$ cat config.mk
export PLATFORM = sky130hd
export DESIGN_NAME = gregorian_date_arithmetic
export DESIGN_NICKNAME = d
export VERILOG_FILES = /design/src/hw/rtl/gda_pkg.sv /design/src/hw/rtl/gregorian_date_arithmetic.sv
export VERILOG_INCLUDE_DIRS = /design/src /design/src/hw/rtl
export SDC_FILE = /design/constraint.sdc
export NUM_CORES = 1
export LEC_CHECK = 0
export BUFFER_PORTS_ARGS = -buffer_cell sky130_fd_sc_hd__buf_2
export CORE_MARGIN = 10
export CORE_UTILIZATION = 35
export CTS_CLUSTER_SIZE = 40
export DETAILED_ROUTE_END_ITERATION = 6
export MAX_ROUTING_LAYER = met4
export PLACE_DENSITY = 0.57
export SYNTH_ARGS = -nofsm -noshare
export SYNTH_HDL_FRONTEND = slang
export SYNTH_SLANG_ARGS = --single-unit
$ cat constraint.sdc
create_clock -name clk_i -period 16.9 [get_ports clk_i]
set_input_delay 2.535 -clock clk_i [delete_from_list [all_inputs] [get_ports clk_i]]
set_output_delay 2.535 -clock clk_i [all_outputs]
set_load 0.02 [all_outputs]
$ cat src/hw/rtl/gregorian_date_arithmetic_assert.svh
// Assertion macros for the date arithmetic block.
// Included by the RTL modules that carry assertions; no other dependencies.
`ifndef GREGORIAN_DATE_ARITHMETIC_ASSERT_SVH
`define GREGORIAN_DATE_ARITHMETIC_ASSERT_SVH

`ifndef SYNTH

// Same-cycle implication, held off during reset.
`define GDA_ASSERT_IMPL(label, clk, rst_n, ante, cons) \
  label: assert property (@(posedge clk) disable iff (!(rst_n)) (ante) |-> (cons)) \
    else $error("date arithmetic: assertion failed");

// Next-cycle implication, held off during reset.
`define GDA_ASSERT_NEXT(label, clk, rst_n, ante, cons) \
  label: assert property (@(posedge clk) disable iff (!(rst_n)) (ante) |=> (cons)) \
    else $error("date arithmetic: assertion failed");

`else

`define GDA_ASSERT_IMPL(label, clk, rst_n, ante, cons)
`define GDA_ASSERT_NEXT(label, clk, rst_n, ante, cons)

`endif

`endif

$ cat src/hw/rtl/gda_pkg.sv
// Package for the date arithmetic block: operation codes, field widths and
// calendar helper functions (leap test, month length, days before a month).
`default_nettype none

package gda_pkg;

  localparam int unsigned DayInW  = 6;
  localparam int unsigned MonthW  = 4;
  localparam int unsigned YearW   = 14;
  localparam int unsigned DayOutW = 5;
  localparam int unsigned OrdW    = 9;

  typedef enum logic [1:0] {
    OP_VALIDATE = 2'd0,
    OP_ORDINAL  = 2'd1,
    OP_NEXT     = 2'd2,
    OP_PREV     = 2'd3
  } op_e;

  // Divisibility by 25 via the modular inverse of 25 mod 2^14:
  // y % 25 == 0  <=>  (y * Inv25) mod 2^14 <= floor((2^14 - 1) / 25)
  localparam logic [YearW-1:0] Inv25   = 14'd7209;
  localparam logic [YearW-1:0] Div25Lim = 14'd655;

  // 4/100/400 rule: y%4==0 and (y%25!=0 or y%16==0)
  function automatic logic is_leap(input logic [YearW-1:0] year);
    logic [2*YearW-1:0] full;
    logic               div25;
    full  = (2*YearW)'(year) * (2*YearW)'(Inv25);
    div25 = (full[YearW-1:0] <= Div25Lim);
    return (year[1:0] == 2'b00) && (!div25 || (year[3:0] == 4'd0));
  endfunction

  // Length of a month; 0 for month numbers outside 1..12.
  function automatic logic [DayOutW-1:0] days_in_month(input logic [MonthW-1:0] month,
                                                        input logic leap);
    logic [DayOutW-1:0] len;
    unique case (month) inside
      4'd1, 4'd3, 4'd5, 4'd7, 4'd8, 4'd10, 4'd12: len = 5'd31;
      4'd4, 4'd6, 4'd9, 4'd11:                    len = 5'd30;
      4'd2:                                       len = leap ? 5'd29 : 5'd28;
      default:                                    len = 5'd0;
    endcase
    return len;
  endfunction

  // Days in a common year before the first of the given month.
  function automatic logic [OrdW-1:0] days_before(input logic [MonthW-1:0] month);
    logic [OrdW-1:0] n;
    unique case (month)
      4'd2:    n = 9'd31;
      4'd3:    n = 9'd59;
      4'd4:    n = 9'd90;
      4'd5:    n = 9'd120;
      4'd6:    n = 9'd151;
      4'd7:    n = 9'd181;
      4'd8:    n = 9'd212;
      4'd9:    n = 9'd243;
      4'd10:   n = 9'd273;
      4'd11:   n = 9'd304;
      4'd12:   n = 9'd334;
      default: n = 9'd0;
    endcase
    return n;
  endfunction

endpackage

`default_nettype wire

$ cat src/hw/rtl/gregorian_date_arithmetic.sv
// Gregorian date arithmetic: validate, day of year, next day, previous day.
// An accepted item is held in the input register, then passes the calendar logic
// into the result register when that register advances. Throughput: one item per
// cycle while the receiver does not stall, set by the single registered calendar pass.
// Reset (rst_ni, async, active low) empties both stages; there is no other state.
`default_nettype none

`include "gregorian_date_arithmetic_assert.svh"

module gregorian_date_arithmetic (
  input  wire logic                             clk_i,
  input  wire logic                             rst_ni,
  // input channel
  input  wire logic                             in_valid_i,
  output logic                                  in_stall_o,
  input  wire logic [1:0]                       operation_i,
  input  wire logic [gda_pkg::DayInW-1:0]       day_in_i,
  input  wire logic [gda_pkg::MonthW-1:0]       month_in_i,
  input  wire logic [gda_pkg::YearW-1:0]        year_in_i,
  // result channel
  output logic                                  out_valid_o,
  input  wire logic                             out_stall_i,
  output logic                                  date_valid_o,
  output logic [gda_pkg::DayOutW-1:0]           day_out_o,
  output logic [gda_pkg::MonthW-1:0]            month_out_o,
  output logic [gda_pkg::YearW-1:0]             year_out_o,
  output logic [gda_pkg::OrdW-1:0]              ordinal_day_o
);

  // ---------------------------------------------------------------------------
  // Handshake. The result register advances when it is empty or being taken;
  // the input register then moves into it. The input side only stalls when
  // the input register is full and cannot move on, so an item is still taken
  // while a finished result waits downstream.
  // ---------------------------------------------------------------------------
  logic s1_valid_q, s1_valid_d;
  logic out_valid_q, out_valid_d;
  logic out_adv;
  logic in_acc;

  assign out_adv    = !out_valid_q || !out_stall_i;
  assign in_stall_o = s1_valid_q && !out_adv;
  assign in_acc     = in_valid_i && !in_stall_o;

  assign s1_valid_d  = in_acc ? 1'b1 : (out_adv ? 1'b0 : s1_valid_q);
  assign out_valid_d = out_adv ? s1_valid_q : out_valid_q;

  always_ff @(posedge clk_i or negedge rst_ni) begin
    if (!rst_ni) begin
      s1_valid_q  <= 1'b0;
      out_valid_q <= 1'b0;
    end else begin
      s1_valid_q  <= s1_valid_d;
      out_valid_q <= out_valid_d;
    end
  end

  // ---------------------------------------------------------------------------
  // Input register (payload, no reset)
  // ---------------------------------------------------------------------------
  gda_pkg::op_e                  op_q;
  logic [gda_pkg::DayInW-1:0]    day_q;
  logic [gda_pkg::MonthW-1:0]    mon_q;
  logic [gda_pkg::YearW-1:0]     yr_q;

  always_ff @(posedge clk_i) begin
    if (in_acc) begin
      op_q  <= gda_pkg::op_e'(operation_i);
      day_q <= day_in_i;
      mon_q <= month_in_i;
      yr_q  <= year_in_i;
    end
  end

  // ---------------------------------------------------------------------------
  // Calendar logic. The leap test uses a constant-multiply divisibility check
  // by 25 plus masks for 4 and 16. The previous-day rollover reuses the leap
  // flag of the input year: the year only changes when stepping back to
  // December, which is 31 days regardless.
  // ---------------------------------------------------------------------------
  logic                          leap;
  logic [gda_pkg::DayOutW-1:0]   dim;
  logic                          ok;
  logic                          last_day;
  logic [gda_pkg::MonthW-1:0]    prev_mon;
  logic [gda_pkg::DayOutW-1:0]   day_inc;

  logic                          date_valid_d;
  logic [gda_pkg::DayOutW-1:0]   day_out_d;
  logic [gda_pkg::MonthW-1:0]    month_out_d;
  logic [gda_pkg::YearW-1:0]     year_out_d;
  logic [gda_pkg::OrdW-1:0]      ordinal_d;

  assign leap     = gda_pkg::is_leap(yr_q);
  assign dim      = gda_pkg::days_in_month(mon_q, leap);
  assign ok       = (yr_q != '0) && (mon_q >= 4'd1) && (mon_q <= 4'd12) &&
                    (day_q != '0) && (day_q <= gda_pkg::DayInW'(dim));
  assign last_day = (day_q == gda_pkg::DayInW'(dim));
  assign prev_mon = (mon_q == 4'd1) ? 4'd12 : mon_q - 4'd1;
  assign day_inc  = day_q[gda_pkg::DayOutW-1:0] + 5'd1;

  always_comb begin
    date_valid_d = ok;
    day_out_d    = '0;
    month_out_d  = '0;
    year_out_d   = '0;
    ordinal_d    = '0;
    if (ok) begin
      case (op_q)
        gda_pkg::OP_ORDINAL: begin
          ordinal_d = gda_pkg::days_before(mon_q)
                    + gda_pkg::OrdW'(day_q)
                    + gda_pkg::OrdW'(leap && (mon_q > 4'd2));
        end
        gda_pkg::OP_NEXT: begin
          if (last_day) begin
            day_out_d   = 5'd1;
            month_out_d = (mon_q == 4'd12) ? 4'd1 : mon_q + 4'd1;
            year_out_d  = (mon_q == 4'd12) ? yr_q + 14'd1 : yr_q;
          end else begin
            day_out_d   = day_inc;
            month_out_d = mon_q;
            year_out_d  = yr_q;
          end
        end
        gda_pkg::OP_PREV: begin
          if (day_q == 6'd1) begin
            month_out_d = prev_mon;
            year_out_d  = (mon_q == 4'd1) ? yr_q - 14'd1 : yr_q;
            day_out_d   = gda_pkg::days_in_month(prev_mon, leap);
          end else begin
            day_out_d   = day_q[gda_pkg::DayOutW-1:0] - 5'd1;
            month_out_d = mon_q;
            year_out_d  = yr_q;
          end
        end
        default: begin
          // validate only: fields stay zero
        end
      endcase
    end
  end

  // ---------------------------------------------------------------------------
  // Result register (payload, no reset)
  // ---------------------------------------------------------------------------
  logic                          date_valid_q;
  logic [gda_pkg::DayOutW-1:0]   day_out_q;
  logic [gda_pkg::MonthW-1:0]    month_out_q;
  logic [gda_pkg::YearW-1:0]     year_out_q;
  logic [gda_pkg::OrdW-1:0]      ordinal_q;

  always_ff @(posedge clk_i) begin
    if (out_adv && s1_valid_q) begin
      date_valid_q <= date_valid_d;
      day_out_q    <= day_out_d;
      month_out_q  <= month_out_d;
      year_out_q   <= year_out_d;
      ordinal_q    <= ordinal_d;
    end
  end

  assign out_valid_o   = out_valid_q;
  assign date_valid_o  = date_valid_q;
  assign day_out_o     = day_out_q;
  assign month_out_o   = month_out_q;
  assign year_out_o    = year_out_q;
  assign ordinal_day_o = ordinal_q;

  // ---------------------------------------------------------------------------
  // Assertions
  // ---------------------------------------------------------------------------
  `GDA_ASSERT_IMPL(a_invalid_zero, clk_i, rst_ni, out_valid_q && !date_valid_q,
    (day_out_q == '0) && (month_out_q == '0) && (year_out_q == '0) && (ordinal_q == '0))
  `GDA_ASSERT_IMPL(a_ord_range, clk_i, rst_ni, out_valid_q, ordinal_q <= 9'd366)
  `GDA_ASSERT_IMPL(a_day_month, clk_i, rst_ni, out_valid_q && (day_out_q != '0),
    (month_out_q >= 4'd1) && (month_out_q <= 4'd12))
  `GDA_ASSERT_IMPL(a_stall_full, clk_i, rst_ni, in_stall_o, s1_valid_q && out_valid_q)
  `GDA_ASSERT_NEXT(a_move, clk_i, rst_ni, s1_valid_q && out_adv, out_valid_q)

endmodule

`default_nettype wire

After elaboration in Yosys (flattened, before gate mapping)
Memories as Yosys holds them, arrays and structs flattened. A register that Yosys moved wholly into a read port is not among the register bits. Index checks and enable logic that the tools add are counted.

Flip-flop bits (word level): 61. Memory bits (read-only): 144. Output and inout bits: 35. Word-level logic and storage cells: 102. Memories: 1.

Memories: (no name shown) (depth 16, width 9, read ports 1, clocked after memory_dff 1, write ports 0, line gda_pkg.sv:50) `unique case (month)`.

Add/sub/neg operators: 8. Multipliers: 1. Order comparisons: 5. Equality and inequality tests: 29. Mux-type cells: 21. Reductions and logical operators: 26.

Operators with widths (number): 14-bit two-way mux (4); 4-bit == test, second input constant (10); 4-bit by 3-bit == test with 1-bit output, second input constant (8); 5-bit case mux with 3 select lines (2); 14-bit case mux with 2 select lines (1); 4-bit two-way mux (5); 9-bit two-way mux (2); 4-bit by 2-bit == test with 1-bit output, second input constant (4); 14-bit by 1-bit adder with 14-bit output, second input constant (1); 14-bit by 10-bit less-or-equal comparator with 1-bit output, second input constant (1); 14-bit by 13-bit multiplier with 14-bit output, second input constant (1); 14-bit nonzero test (1); 7-bit OR reduction (2); 14-bit by 1-bit subtractor with 14-bit output, second input constant (1); 5-bit two-way mux (2); 5-bit case mux with 2 select lines (1); 9-bit by 1-bit adder with 9-bit output (1); 9-bit by 6-bit adder with 9-bit output (1); 1-bit logical AND (9); 4-bit by 1-bit == test with 1-bit output, second input constant (2); 4-bit case mux with 2 select lines (1); 4-bit OR reduction (2); 6-bit by 1-bit == test with 1-bit output, second input constant (1); 6-bit by 5-bit == test with 1-bit output (1); 18 further kinds (26).

Logic depth before layout (Yosys ltp)
Word-level depth: 12. Gate-level depth with buffers: 23.

Least setup slack after synthesis
Ideal clock, no wire load.

Kind: register to register. Start: register yr_q[0] in the netlist's numbering. End: register year_out_q, in the netlist year_out_o[10] (data pin). Arrival time: 5.190 ns. Setup slack: 11.453 ns. Cell stages (with the launch flop): 24. Path buffers: 2. Period minus slack after synthesis: 5.447 ns. Cell sequence: edfxtp_1 -> fa_1 -> ha_1 -> ha_1 -> inv_1 -> fa_1 -> fa_1 -> inv_1 -> ha_1 -> o21ai_0 -> nor2_1 -> o22ai_1 -> xnor2_1 -> o2111ai_1 -> a31o_2 -> ha_1 -> and3_1 -> buf_2 -> a31oi_1 -> a311o_1 -> inv_2 -> nand2_2 -> buf_2 -> nor2_1.

RTL lines: from (decl) (line gregorian_date_arithmetic.sv:64) `logic [gda_pkg::YearW-1:0] yr_q;`; from (signal assigned) (line gregorian_date_arithmetic.sv:71) `yr_q <= year_in_i;`; 14-bit by 13-bit multiplier with 14-bit output (line gda_pkg.sv:29) `full = (2*YearW)'(year) * (2*YearW)'(Inv25);`; 14-bit by 10-bit less-or-equal comparator with 1-bit output (line gda_pkg.sv:30) `div25 = (full[YearW-1:0] <= Div25Lim);`; 1-bit zero test (line gda_pkg.sv:31) `return (year[1:0] == 2'b00) && (!div25 || (year[3:0] == 4'd0));`; 1-bit logical OR (line gda_pkg.sv:31); 1-bit logical AND (line gda_pkg.sv:31); 1-bit two-way mux (line gda_pkg.sv:41) `4'd2: len = leap ? 5'd29 : 5'd28;`; 5-bit case mux with 3 select lines (line gda_pkg.sv:38) `unique case (month) inside`; 6-bit by 5-bit less-or-equal comparator with 1-bit output (line gregorian_date_arithmetic.sv:97) `(day_q != '0) && (day_q <= gda_pkg::DayInW'(dim));`; 1-bit logical AND (*) (line gregorian_date_arithmetic.sv:97); net date_valid_d (line gregorian_date_arithmetic.sv:88) `logic date_valid_d;`; to (signal assigned) (line gregorian_date_arithmetic.sv:158) `year_out_q <= year_out_d;`; to (decl) (line gregorian_date_arithmetic.sv:150) `logic [gda_pkg::YearW-1:0] year_out_q;`.

Mark *: on every way through the listed nets, which the timed path passes. The rest lies on a longest branch. A chain may end at the register's enable or synchronous reset.

Worst setup path after layout
Start: register yr_q[0] in the netlist's numbering. End: register year_out_q, in the netlist year_out_o[1] (data pin).

The elaborated chain is that of the path after synthesis.

==> reports/metrics.cfg <==
[timing]
slew_violations=0
fmax_mhz=161
slew_headroom=0.245
fin_crit_sh=0.367
tightest_slew_ps=1100
worst_clock_skew_ps=8.82
period_needed_ps=6200
holdWs_ps=494
rsz0062_at_grt=no
setup_viol=0
finalHoldViolCount=0
final.setup.tns_ps=0

[yosys]
synthFlopType=edfxtp_1
async_flop_share=0.0286
yosys-mux-area-fraction=0.0159
synth_warnings=0
synth_top_area_share=0.340
netlist_area_um2=5200
ys_seq_area_frac=0.385
synth-xor-area-share=0.0531
yosysUniqueCellTypes=66
synth-seq-cells=70
synth_compound_area_frac=0.135
yosys.area_share.adder=0.218
synth_edf_count=59
synth_area_leaders=edfxtp_1 (34%), ha_1 (17%), fa_1 (5.0%)
synth_nets=624
synth_cells=511
synth_top_family_by_area=adder cells
synthSimpleGateAreaFrac=0.143
syn_avg_cell_area_um2=10.2
yosysTopAreaCell=edfxtp_1

[clock_tree]
cts_tree=built
post_cts_resized=0
clockRootBuffer=clkbuf_16
h-tree-depth=3
clock-sinks=70
numCtsBuffers=9
cts_setup_buffers=0
ctsHoldBuffers=0
clk_pin_slew_ps=60
clk_path_buf_depth=2
clock_latency_ps=340

[place]
numPortBuffers=64
place_congestion=0.946
dp.final_hpwl_um=9430

[floorplanning]
ios=65
core-area_um2=14500
die-area_um2=20100
die_h_um=142
die_x_um=142
rows=44
initial_core_util=0.358

[critical_path]
cp-start-kind=flop
critPathTopFamily=adder cells
path_cells=fa_1 -> ha_1 -> ha_1 -> inv_1 -> fa_1 -> fa_1 -> inv_1 -> ha_1 -> o21ai_0 -> nor2_1 -> o22ai_1 -> xnor2_1 -> o2111ai_1 -> a31o_2 -> ha_1 -> and3_1 -> a31oi_1 -> a311o_1 -> inv_2 -> nand2_2 -> a211oi_1
crit_buf_inv=3
crit_path_max_incr_delay_ps=590
path_class=flop to flop
required_ps=17020
cp_common_cell=ha_1
end_kind=flop
crit_slowest_cell=fa_1
cp_max_fo=18
cp_data_arrival_time_ps=6320

[power_and_ir_drop]
ir_worst_vdd_mv=0.0426
power_density_nw_per_um2=99.4
p_leak_nw=2.67

[route]
drt_iter0_drc=234
top_layer=met4
drt-wirelength-per-cell_um=15.7
routed_wl_um=12000
wl_met1_um=5730
drtPass1Iterations=5
via_per_inst=5.26
drc=0
met2RoutedLength_um=5300
dr_total_vias=4034
ant_nets=0
dr_wl_met3_um=694

[final_layout]
post-route-util=0.416
nNetsFinal=691
layout_commonest_cell=ha_1
antenna_cells=0
final_cell_mix=ha_1 (70), buf_2 (64), edfxtp_1 (59)
drive_above_1_share=0.158
syn2layout_area_growth_pct=16.2

[hold_path]
hold_path_class=flop to flop

[grt]
grt_pass1_vias=4154
grt_pass1_wl_um=20000
antenna_found_initial=0
grt_max_degree=34
grt_use_total=0.125
grt_overflow_total=0

[outcome]
status=finished clean

[job]
maxCapViolCount=0

## kinds of logic after synthesis
group | after synthesis
adders and majority gates | 83
buffers and inverters | 68
DFF | 70
AOI/OAI and AO/OA | 102
xor gates and xnor gates | 30
muxes | 8
and+or+nand+nor | 150
## power breakdown
group / switching (mW) / internal, mW
sequential: 0.0130 / 0.205
clock: 0.0704 / 0.121
combinational: 0.110 / 0.0809
total: 0.194 / 0.407
## Yosys cell counts, drive strengths merged, types with 4 or more instances
library cell,instances
a211oi,10
nand3,14
mux2i,6
nor3,22
nor2,46
nand2,28
ha,70
a31oi,6
inv,59
xor2,13
a311o,4
nor2b,9
o22ai,5
a21oi,17
a21boi,5
o21ai,20
buf,6
nand4,4
a21o,6
and3,7
edfxtp,59
a32oi,5
fa,13
dfxtp,9
xnor2,16
## worst register-to-register path, cell delays in order, from the launching register on
cell and delay (ps):
edfxtp_1 540, fa_1 590, ha_1 220, ha_1 270
inv_1 50, fa_1 510, fa_1 560, inv_1 50
ha_1 330, o21ai_0 100, nor2_1 130, o22ai_1 110
xnor2_1 240, o2111ai_1 220, a31o_2 310, ha_1 280
and3_1 290, a31oi_1 100, a311o_1 360, inv_2 130
nand2_2 230, a211oi_1 370
## metrics by stage
stage | worst slack [ps] | total power, mW | area (µm²) | instances
global route | 10260 | 0.644 | 6050 | 767
finish | 10700 | 0.601 | 6050 | 767
CTS | 10770 | 0.607 | 6050 | 767
floorplan | 11450 | 0.362 | 5200 | 511
global placement | 10900 | 0.405 | 5730 | 751
detailed placement | 10810 | 0.411 | 5730 | 751
## final cells by class
| cell class | instances | area (µm²) |
|---|---|---|
| fillers | 1422 | 8490 |
| clock buffers | 13 | 293 |
| inverters | 59 | 221 |
| repair buffers | 65 | 328 |
| multi-input cells | 373 | 2950 |
| flip-flops and latches | 70 | 2000 |
| clock inverters | 3 | 22.5 |
| well taps | 184 | 230 |
## path summary, 6_finish.rpt
kind / cells past startpoint / end / start / slack [ps]
worst max-delay path: 21 / year_out_o[1]$_SDFFCE_PN0P_ / yr_q[0]$_DFFE_PP_ / 10700
worst min-delay path: 1 / out_valid_o$_DFFE_PN0N_ / s1_valid_q$_DFFE_PN0P_ / 490
worst max register to register: 21 / year_out_o[1]$_SDFFCE_PN0P_ / yr_q[0]$_DFFE_PP_ / 10700
worst min register to register: 1 / out_valid_o$_DFFE_PN0N_ / s1_valid_q$_DFFE_PN0P_ / 490
max in group asynchronous: 1 / out_valid_o$_DFFE_PN0N_ / rst_ni / 14830
min in group asynchronous: 1 / s1_valid_q$_DFFE_PN0P_ / rst_ni / 1970
## layer usage
metal / up-vias / track usage
met4: 0 / 0.0527
met3: 17 / 0.0304
met5: - / -
li1: 1981 / -
met1: 1906 / 0.157
met2: 130 / 0.190
Note: power is estimated with default switching activity, not from simulation.
